<file path="src/rtl/sar_pkg.sv">
package sar_pkg;

   localparam int TABLE_ENTRIES = 8;
   localparam int IDX_W = (TABLE_ENTRIES > 1) ? $clog2(TABLE_ENTRIES) : 1;
   localparam int CMD_DEPTH = 2;
   localparam int CMD_PTR_W = (CMD_DEPTH > 1) ? $clog2(CMD_DEPTH) : 1;
   localparam int CSR_IDX_W = 2;
   localparam int CSR_DATA_W = 48;

   localparam logic [15:0] ARP_HW_ETHERNET = 16'h0001;
   localparam logic [15:0] ARP_PROTO_IPV4 = 16'h0800;
   localparam logic [7:0] ARP_HW_LEN = 8'd6;
   localparam logic [7:0] ARP_PROTO_LEN = 8'd4;
   localparam logic [15:0] ARP_OP_REQUEST = 16'h0001;
   localparam logic [47:0] MCAST_PREFIX = 48'h01005e000000;
   localparam logic [3:0] MCAST_NIBBLE = 4'he;
   localparam logic [15:0] LINK_LOCAL_PREFIX = 16'ha9fe;
   localparam logic [6:0] MCAST_HIGH_BITS = 7'h7f;

   typedef enum logic [CSR_IDX_W-1:0] {
      CSR_LOCAL_IP,
      CSR_SUBNET_MASK,
      CSR_GATEWAY_IP,
      CSR_LOCAL_MAC
   } csr_index_type;

   typedef enum logic [1:0] {
      KIND_ARP,
      KIND_RESOLVE,
      KIND_ADD,
      KIND_REMOVE
   } kind_type;

   typedef enum logic [2:0] {
      ST_OK,
      ST_BAD_HDR,
      ST_IGNORED,
      ST_UNK_OP,
      ST_NO_ROUTE,
      ST_NOT_UNICAST,
      ST_FULL,
      ST_NOT_FOUND
   } status_type;

   typedef enum logic [1:0] {
      ACT_NONE,
      ACT_SEND_IP,
      ACT_SEND_REPLY
   } action_type;

   typedef enum logic [1:0] {
      OP_DONE,
      OP_RESOLVE,
      OP_ADD,
      OP_REMOVE
   } op_type;

   typedef struct packed {
      kind_type kind;
      logic [15:0] hw_type;
      logic [15:0] proto_type;
      logic [7:0] hw_len;
      logic [7:0] proto_len;
      logic [15:0] arp_opcode;
      logic [31:0] ip_addr;
      logic [47:0] mac_addr;
      logic [31:0] target_ip;
   } req_type;

   typedef struct packed {
      status_type status;
      action_type action;
      logic [47:0] dest_mac;
      logic [31:0] reply_ip;
   } rsp_type;

   typedef struct packed {
      op_type op;
      status_type status;
      action_type action;
      logic [31:0] ip;
      logic [47:0] mac;
   } cmd_type;

endpackage

</file>
<file path="src/rtl/sar_front.sv">
module sar_front (
   input  logic clock,
   input  logic reset,
   input  logic csr_valid,
   output logic csr_ready,
   input  logic [sar_pkg::CSR_IDX_W-1:0] csr_index,
   input  logic [sar_pkg::CSR_DATA_W-1:0] csr_data,
   input  logic push,
   input  sar_pkg::req_type req_data,
   input  logic cmd_full,
   output logic cmd_push,
   output sar_pkg::cmd_type cmd_data
);
   import sar_pkg::*;

   logic [31:0] local_ip_ff;
   logic [31:0] subnet_mask_ff;
   logic [31:0] gateway_ip_ff;
   logic bcast;
   logic mcast;
   logic off_subnet;
   logic bad_hdr;

   assign csr_ready = 1'b1;
   assign cmd_push = push && !cmd_full;

   always_ff @(posedge clock) begin
      if (reset) begin
         local_ip_ff <= '0;
         subnet_mask_ff <= '0;
         gateway_ip_ff <= '0;
      end else if (csr_valid) begin
         case (csr_index_type'(csr_index))
            CSR_LOCAL_IP: local_ip_ff <= csr_data[31:0];
            CSR_SUBNET_MASK: subnet_mask_ff <= csr_data[31:0];
            CSR_GATEWAY_IP: gateway_ip_ff <= csr_data[31:0];
            // source mac of replies is built outside this block
            CSR_LOCAL_MAC: ;
            default: ;
         endcase
      end
   end

   assign bcast = (req_data.ip_addr == '1) || (req_data.ip_addr == '0) ||
                  (((req_data.ip_addr & ~subnet_mask_ff) == ~subnet_mask_ff) &&
                   ((req_data.ip_addr & subnet_mask_ff) == (local_ip_ff & subnet_mask_ff)));
   assign mcast = req_data.ip_addr[31:28] == MCAST_NIBBLE;
   assign off_subnet = (((req_data.ip_addr ^ local_ip_ff) & subnet_mask_ff) != '0) &&
                       (req_data.ip_addr[31:16] != LINK_LOCAL_PREFIX);
   assign bad_hdr = (req_data.hw_type != ARP_HW_ETHERNET) ||
                    (req_data.hw_len != ARP_HW_LEN) ||
                    (req_data.proto_len != ARP_PROTO_LEN) ||
                    (req_data.proto_type != ARP_PROTO_IPV4);

   always_comb begin
      cmd_data = '0;
      cmd_data.op = OP_DONE;
      cmd_data.status = ST_OK;
      cmd_data.action = ACT_NONE;
      case (req_data.kind)
         KIND_ARP: begin
            if (bad_hdr) begin
               cmd_data.status = ST_BAD_HDR;
            end else if (req_data.arp_opcode != ARP_OP_REQUEST) begin
               cmd_data.status = ST_UNK_OP;
            end else if ((local_ip_ff != '0) && (req_data.target_ip == local_ip_ff)) begin
               cmd_data.action = ACT_SEND_REPLY;
               cmd_data.mac = req_data.mac_addr;
               cmd_data.ip = req_data.ip_addr;
            end else begin
               cmd_data.status = ST_IGNORED;
            end
         end
         KIND_RESOLVE: begin
            if (bcast) begin
               cmd_data.action = ACT_SEND_IP;
               cmd_data.mac = '1;
            end else if (mcast) begin
               cmd_data.action = ACT_SEND_IP;
               cmd_data.mac = MCAST_PREFIX |
                              {25'd0, req_data.ip_addr[22:16] & MCAST_HIGH_BITS,
                               req_data.ip_addr[15:0]};
            end else if (off_subnet) begin
               if (gateway_ip_ff == '0) begin
                  cmd_data.status = ST_NO_ROUTE;
               end else begin
                  cmd_data.op = OP_RESOLVE;
                  cmd_data.ip = gateway_ip_ff;
               end
            end else begin
               cmd_data.op = OP_RESOLVE;
               cmd_data.ip = req_data.ip_addr;
            end
         end
         KIND_ADD: begin
            if (bcast || mcast) begin
               cmd_data.status = ST_NOT_UNICAST;
            end else begin
               cmd_data.op = OP_ADD;
               cmd_data.ip = req_data.ip_addr;
               cmd_data.mac = req_data.mac_addr;
            end
         end
         KIND_REMOVE: begin
            cmd_data.op = OP_REMOVE;
            cmd_data.ip = req_data.ip_addr;
         end
         default: ;
      endcase
   end

endmodule

</file>
<file path="src/rtl/sar_cmd_fifo.sv">
module sar_cmd_fifo (
   input  logic clock,
   input  logic reset,
   input  logic push_en,
   input  sar_pkg::cmd_type push_data,
   input  logic pop_en,
   output sar_pkg::cmd_type head,
   output logic empty,
   output logic full
);
   import sar_pkg::*;

   cmd_type mem_ff [CMD_DEPTH];
   logic [CMD_PTR_W-1:0] wr_ptr_ff;
   logic [CMD_PTR_W-1:0] rd_ptr_ff;
   logic [CMD_PTR_W:0] count_ff;
   logic do_push;
   logic do_pop;

   assign empty = count_ff == '0;
   assign full = count_ff == (CMD_PTR_W+1)'(CMD_DEPTH);
   assign do_push = push_en && !full;
   assign do_pop = pop_en && !empty;
   assign head = mem_ff[rd_ptr_ff];

   always_ff @(posedge clock) begin
      if (reset) begin
         wr_ptr_ff <= '0;
         rd_ptr_ff <= '0;
         count_ff <= '0;
      end else begin
         if (do_push) begin
            mem_ff[wr_ptr_ff] <= push_data;
            wr_ptr_ff <= wr_ptr_ff + CMD_PTR_W'(1);
         end
         if (do_pop) begin
            rd_ptr_ff <= rd_ptr_ff + CMD_PTR_W'(1);
         end
         if (do_push && !do_pop) begin
            count_ff <= count_ff + (CMD_PTR_W+1)'(1);
         end else if (do_pop && !do_push) begin
            count_ff <= count_ff - (CMD_PTR_W+1)'(1);
         end
      end
   end

endmodule

</file>
<file path="src/rtl/sar_back.sv">
module sar_back (
   input  logic clock,
   input  logic reset,
   input  sar_pkg::cmd_type cmd,
   input  logic cmd_empty,
   output logic cmd_pop,
   input  logic pop,
   output logic empty,
   output sar_pkg::rsp_type rsp_data
);
   import sar_pkg::*;

   typedef enum logic [1:0] {
      S_IDLE,
      S_SCAN,
      S_FINISH
   } state_type;

   state_type state_ff;
   logic [IDX_W-1:0] idx_ff;
   logic match_ff;
   logic [IDX_W-1:0] match_idx_ff;
   logic free_ff;
   logic [IDX_W-1:0] free_idx_ff;
   logic entry_valid_ff [TABLE_ENTRIES];
   logic [31:0] entry_ip_ff [TABLE_ENTRIES];
   logic [47:0] entry_mac_ff [TABLE_ENTRIES];
   logic rsp_valid_ff;
   rsp_type rsp_ff;

   logic hit;
   logic vacant;
   logic last;
   logic slot_free;
   rsp_type fin_rsp;

   assign hit = entry_valid_ff[idx_ff] && (entry_ip_ff[idx_ff] == cmd.ip);
   assign vacant = !entry_valid_ff[idx_ff];
   assign last = idx_ff == IDX_W'(TABLE_ENTRIES - 1);
   assign slot_free = !rsp_valid_ff || pop;
   assign cmd_pop = ((state_ff == S_IDLE) && !cmd_empty && (cmd.op == OP_DONE) && slot_free) ||
                    ((state_ff == S_FINISH) && slot_free);
   assign empty = !rsp_valid_ff;
   assign rsp_data = rsp_ff;

   always_comb begin
      fin_rsp = '0;
      fin_rsp.status = ST_OK;
      fin_rsp.action = ACT_NONE;
      case (cmd.op)
         OP_RESOLVE: begin
            if (match_ff) begin
               fin_rsp.action = ACT_SEND_IP;
               fin_rsp.dest_mac = entry_mac_ff[match_idx_ff];
            end else begin
               fin_rsp.status = ST_NOT_FOUND;
            end
         end
         OP_ADD: begin
            if (!match_ff && !free_ff) fin_rsp.status = ST_FULL;
         end
         OP_REMOVE: begin
            if (!match_ff) fin_rsp.status = ST_NOT_FOUND;
         end
         default: begin
            fin_rsp.status = cmd.status;
            fin_rsp.action = cmd.action;
            fin_rsp.dest_mac = cmd.mac;
            fin_rsp.reply_ip = cmd.ip;
         end
      endcase
   end

   always_ff @(posedge clock) begin
      if (reset) begin
         state_ff <= S_IDLE;
         idx_ff <= '0;
         match_ff <= 1'b0;
         free_ff <= 1'b0;
         rsp_valid_ff <= 1'b0;
         for (int i = 0; i < TABLE_ENTRIES; i++) begin
            entry_valid_ff[i] <= 1'b0;
         end
      end else begin
         if (cmd_pop) begin
            rsp_valid_ff <= 1'b1;
            rsp_ff <= fin_rsp;
         end else if (pop && rsp_valid_ff) begin
            rsp_valid_ff <= 1'b0;
         end
         case (state_ff)
            S_IDLE: begin
               if (!cmd_empty && (cmd.op != OP_DONE)) begin
                  state_ff <= S_SCAN;
                  idx_ff <= '0;
                  match_ff <= 1'b0;
                  free_ff <= 1'b0;
               end
            end
            S_SCAN: begin
               if (hit && !match_ff) begin
                  match_ff <= 1'b1;
                  match_idx_ff <= idx_ff;
               end
               if (vacant && !free_ff) begin
                  free_ff <= 1'b1;
                  free_idx_ff <= idx_ff;
               end
               if (last) begin
                  state_ff <= S_FINISH;
                  idx_ff <= '0;
               end else begin
                  idx_ff <= idx_ff + IDX_W'(1);
               end
            end
            S_FINISH: begin
               if (slot_free) begin
                  state_ff <= S_IDLE;
                  if (cmd.op == OP_ADD) begin
                     if (match_ff) begin
                        entry_mac_ff[match_idx_ff] <= cmd.mac;
                     end else if (free_ff) begin
                        entry_valid_ff[free_idx_ff] <= 1'b1;
                        entry_ip_ff[free_idx_ff] <= cmd.ip;
                        entry_mac_ff[free_idx_ff] <= cmd.mac;
                     end
                  end else if ((cmd.op == OP_REMOVE) && match_ff) begin
                     entry_valid_ff[match_idx_ff] <= 1'b0;
                  end
               end
            end
            default: state_ff <= S_IDLE;
         endcase
      end
   end

   // the command under work stays at the queue head
   a_cmd_held: assert property (@(posedge clock) disable iff (reset)
      (state_ff == S_SCAN) |-> !cmd_empty)
      else $error("command queue drained during table scan");

   a_idx_idle: assert property (@(posedge clock) disable iff (reset)
      (state_ff != S_SCAN) |-> (idx_ff == '0))
      else $error("scan index not parked outside scan");

   a_retire_result: assert property (@(posedge clock) disable iff (reset)
      cmd_pop |=> rsp_valid_ff)
      else $error("retired command left no result");

   a_no_scan_pop: assert property (@(posedge clock) disable iff (reset)
      (state_ff == S_SCAN) |-> !cmd_pop)
      else $error("command retired in the middle of a scan");

endmodule

</file>
<file path="src/rtl/static_arp_resolver.sv">
// table-free items (header checks, broadcast and multicast resolves) pass through the
// command queue and the result register; table items (resolve, add, remove) also pass
// the back end's scan and finish states. Table-free items go one per cycle while results
// are popped; table items go one at a time, held by the one-entry-per-cycle table scan
// a two-deep command queue lets the front accept while the back scans or a result waits
// reset: synchronous, clears the config registers, queues and the table valid bits
module static_arp_resolver (
   input  logic clock,
   input  logic reset,
   input  logic push,
   output logic full,
   input  sar_pkg::req_type req_data,
   output logic empty,
   input  logic pop,
   output sar_pkg::rsp_type rsp_data,
   input  logic csr_valid,
   output logic csr_ready,
   input  logic [sar_pkg::CSR_IDX_W-1:0] csr_index,
   input  logic [sar_pkg::CSR_DATA_W-1:0] csr_data
);
   import sar_pkg::*;

   cmd_type front_cmd;
   cmd_type head_cmd;
   logic front_push;
   logic cmd_full;
   logic cmd_empty;
   logic cmd_pop;

   assign full = cmd_full;

   sar_front u_front (
      .clock     (clock),
      .reset     (reset),
      .csr_valid (csr_valid),
      .csr_ready (csr_ready),
      .csr_index (csr_index),
      .csr_data  (csr_data),
      .push      (push),
      .req_data  (req_data),
      .cmd_full  (cmd_full),
      .cmd_push  (front_push),
      .cmd_data  (front_cmd)
   );

   sar_cmd_fifo u_cmd_fifo (
      .clock     (clock),
      .reset     (reset),
      .push_en   (front_push),
      .push_data (front_cmd),
      .pop_en    (cmd_pop),
      .head      (head_cmd),
      .empty     (cmd_empty),
      .full      (cmd_full)
   );

   sar_back u_back (
      .clock     (clock),
      .reset     (reset),
      .cmd       (head_cmd),
      .cmd_empty (cmd_empty),
      .cmd_pop   (cmd_pop),
      .pop       (pop),
      .empty     (empty),
      .rsp_data  (rsp_data)
   );

endmodule

</file>
<file path="config.mk">
export PLATFORM = sky130hd
export DESIGN_NAME = static_arp_resolver
export DESIGN_NICKNAME = d
export VERILOG_FILES = /design/src/rtl/sar_pkg.sv /design/src/rtl/sar_front.sv /design/src/rtl/sar_cmd_fifo.sv /design/src/rtl/sar_back.sv /design/src/rtl/static_arp_resolver.sv
export SDC_FILE = /design/constraint.sdc
export NUM_CORES = 1
export LEC_CHECK = 0
export BUFFER_PORTS_ARGS = -buffer_cell sky130_fd_sc_hd__buf_2
export CAP_MARGIN = 20
export CELL_PAD_IN_SITES_DETAIL_PLACEMENT = 1
export CELL_PAD_IN_SITES_GLOBAL_PLACEMENT = 1
export CORE_ASPECT_RATIO = 1.5
export CORE_MARGIN = 3
export CORE_UTILIZATION = 45
export DETAILED_ROUTE_END_ITERATION = 10
export PLACE_DENSITY = 0.76
export SYNTH_ARGS = -nofsm -noshare
export SYNTH_HDL_FRONTEND = slang
export SYNTH_SLANG_ARGS = --single-unit
</file>
<file path="constraint.sdc">
create_clock -name clock -period 23.9 [get_ports clock]
set_clock_uncertainty 0.1 [all_clocks]
set_input_delay 1.195 -clock clock [delete_from_list [all_inputs] [get_ports clock]]
set_output_delay 1.195 -clock clock [all_outputs]
set_load 0.1 [all_outputs]
</file>
==> flow_summary.ini <==
[run_status]
outcome = finished clean

[sta]
hold_viol_final = 0
finalCritPeriodShare_pct = 20.6
max-slew-margin-rel_pct = 27.0
finalSetupTns_ns = 0
setup_slack_ns = 18.97
slew_viol_final = 0
setup_viol = 0
fin_crit_ns = 4.93
rsz0062_at_grt = false
max_freq_ghz = 0.203
worstMarginPinSlew_ns = 1.07

[logic_synthesis]
yosys_most_used_dff = edfxtp_1
synth_adder_area_share_pct = 0.0909
syn-num-nets = 2779
ys_top_cells_by_area = edfxtp_1 66%, mux4_2 7.1%, dfxtp_1 5.6%, mux2i_1 3.6%, nand2_1 2.3%
yosys.area_share.simple_pct = 6.52
yosys.area.top_type_share_pct = 66.4
muxShareOfSynthArea_pct = 12.8
yosys.area.top_type = edfxtp_1
post_synth_instance_area_sq_um = 41300
synth_seq_area_share_pct = 71.9
synth-xor-area-share_pct = 1.99
ys_seq_elements = 1028
synth_cell_type_count = 60
synth_common_cells = 913 x edfxtp_1, 253 x nand2_1, 148 x mux2i_1
yosysWarnings = 0
syn_inst = 2543
yosysMostFrequentCell = edfxtp_1
synth_top_family_by_area = multiplexers
synth_compound_area_share_pct = 4.80
syn_area_per_cell_sq_um = 16.2
async_flop_share_pct = 0
synth_edf_count = 913

[worst_setup_path]
worstPathRequired_ns = 24.09
path_cells = buf_4, mux2i_1, inv_1, xnor2_1, a2111oi_2, nand4_1, or4_4, nor3_1
endpoint_kind = flip-flop
r2r_cells = 8
cp.arrival_ns = 5.11
crit_type = reg -> reg
cp-endpoint = u_back.match_idx_ff[1]$_DFFE_PP_
path_max_fanout = 53
startpoint_type = flip-flop
slowest_stage = dfxtp_4
r2r-end = u_back.match_idx_ff[1]$_DFFE_PP_
r2r_setup_slack_ns = 18.97
slowest_delay_ns = 0.94

[cells_and_area]
layout.cells.non_filler = 4117
nNetsFinal = 3098
regArea_sq_um = 29700
multiInputGateArea_sq_um = 11000
drive_gt1_share_pct = 25.0
fill_cells = 8637
area_delta_synth_final_pct = 15.0

[routing]
ant_nets = 0
wl_per_cell_microns = 28.2
drt-initial-drc-count = 1747
wirelength_mm = 116
vias_per_cell = 5.93
via_count = 24400
post-route-drc-count = 0
drt_pass1_iterations = 5

[die]
fp.dieH_microns = 377
die-area_sq_um = 95500
num_rows = 135
die_w_microns = 253
core_area_sq_um = 90700
start_util_pct = 45.5
io_pins = 321

[power]
p_per_area_nw_per_um2 = 84.6
finalPower_w = 0.00402
leakagePower_nw = 16.0
ir_drop_mv = 0.0637

[placement]
globalplace.congestion = 0.914
hpwlAfterDp_mm = 73.1
place_inst = 3924
port_buffers = 303
dpl_worst_slack_ns = 18.77

[run]
drv_cap = 0

[global_routing]
grt_pass1_vias = 26300
grt-ovfl-total = 0
grt_pass1_wl_mm = 170
gr-usage-all-layers_pct = 24.1
grt_max_degree = 100
antenna_found_initial = 14

[cts]
clk_pin_slew_ns = 0.06
hold_buffers = 0
cts_inserted_buffers = 96
clockBufferDepth = 3
clk_latency_ns = 0.66
cts_max_level = 3
cts_tree = built
post_cts_buffers = 0
ctsRootBufferMaster = clkbuf_16
cts_sinks = 1028
post_cts_resized = 0

[worst_hold_path]
hp-class = reg -> reg
through the flow:
step	hold WS, ns	util (%)	instance area [sq um]
2_1_floorplan	0.349	-	41300
3_3_place_gp	0.357	48.7	44200
3_5_place_dp	0.367	48.7	44200
4_1_cts	0.376	52.2	47400
5_1_grt	0.407	52.4	47500
6_report	0.377	52.4	47500
placed cells by master (no fill, tap or decap), types with 24 or more instances in the layout:
| cell | netlist | routed |
|---|---|---|
| clkbuf_16 | 0 | 98 |
| xor2_1 | 44 | 44 |
| clkinv_2 | 0 | 25 |
| edfxtp_1 | 913 | 913 |
| a22o_1 | 33 | 33 |
| buf_4 | 7 | 46 |
| dfxtp_1 | 115 | 108 |
| mux4_2 | 131 | 131 |
| buf_2 | 14 | 302 |
| mux2i_1 | 148 | 146 |
| xnor2_1 | 50 | 50 |
| a21oi_1 | 112 | 112 |
| o21ai_0 | 78 | 78 |
| nor2b_1 | 34 | 34 |
| nand4_1 | 29 | 29 |
| nor2_1 | 94 | 79 |
| a22oi_1 | 24 | 24 |
| nand3_1 | 64 | 64 |
| inv_1 | 37 | 37 |
| mux2_2 | 66 | 66 |
| nand2_1 | 253 | 253 |
| nor4_1 | 44 | 43 |
| o22ai_1 | 25 | 25 |
power by group:
| group | internal [W] | switching (W) | total, W |
|---|---|---|---|
| Combinational | 0.000119 | 0.000286 | 0.000405 |
| Clock | 0.000879 | 0.000662 | 0.00154 |
| Sequential | 0.00204 | 0.0000344 | 0.00207 |
cells by family after synthesis:
| logic type | after synthesis |
|---|---|
| flip-flops | 1028 |
| adder cells (fa/ha/maj) | 3 |
| other | 1 |
| AO/OA/AOI/OAI | 322 |
| buffers and inverters | 170 |
| AND/OR/NAND/NOR | 574 |
| XOR/XNOR | 94 |
| multiplexers | 351 |
final cells by class:
type,instances,share of cell area [%]
inverter,37,0.292
clock inverter,60,1.32
sequential,1028,62.6
antenna,8,0.0421
multi-input combinational,1345,23.1
tap,1164,3.07
clock buffer,121,5.37
timing repair buffer,354,4.20
metal layers:
metal  part of all wire [%]  GRT usage (%)
met5                  0.018              0
met4                    3.4           9.22
met3                    6.3           3.94
met2                     52           42.2
met1                     38           29.9
worst min path at each step:
stage,depth (start not counted),startpoint,slack (ns),endpoint
6_report,2,u_front.gateway_ip_ff[31]$_SDFFE_PP0P_,0.38,u_front.gateway_ip_ff[31]$_SDFFE_PP0P_
5_1_grt,2,u_front.subnet_mask_ff[13]$_SDFFE_PP0P_,0.41,u_front.subnet_mask_ff[13]$_SDFFE_PP0P_
4_1_cts,2,u_front.subnet_mask_ff[10]$_SDFFE_PP0P_,0.38,u_front.subnet_mask_ff[10]$_SDFFE_PP0P_
3_5_place_dp,2,u_front.gateway_ip_ff[31]$_SDFFE_PP0P_,0.37,u_front.gateway_ip_ff[31]$_SDFFE_PP0P_
3_3_place_gp,2,u_front.subnet_mask_ff[10]$_SDFFE_PP0P_,0.36,u_front.subnet_mask_ff[10]$_SDFFE_PP0P_
2_1_floorplan,2,u_front.gateway_ip_ff[11]$_SDFFE_PP0P_,0.35,u_front.gateway_ip_ff[11]$_SDFFE_PP0P_
registers in the layout (all words and copies together), names as in the netlist, 3 cells and up, named ones only:
register,count
u_front.local_ip_ff,32
u_back.entry_ip_ff,256
u_back.rsp_data,85
u_cmd_fifo.mem_ff,174
u_back.idx_ff,3
u_front.subnet_mask_ff,32
u_back.match_idx_ff,3
u_back.free_idx_ff,3
u_back.entry_valid_ff,8
u_front.gateway_ip_ff,32
u_back.entry_mac_ff,384
critical path: cells and delay by family (launching register included):
kind | cells | cell delay, ns
buffers and inverters | 2 | 0.94
xor gates and xnor gates | 1 | 0.23
muxes | 1 | 0.73
and+or+nand+nor | 3 | 1.16
DFF | 1 | 0.94
AOI/OAI and AO/OA | 1 | 0.40
No activity file was read; power rests on OpenSTA's default activity.
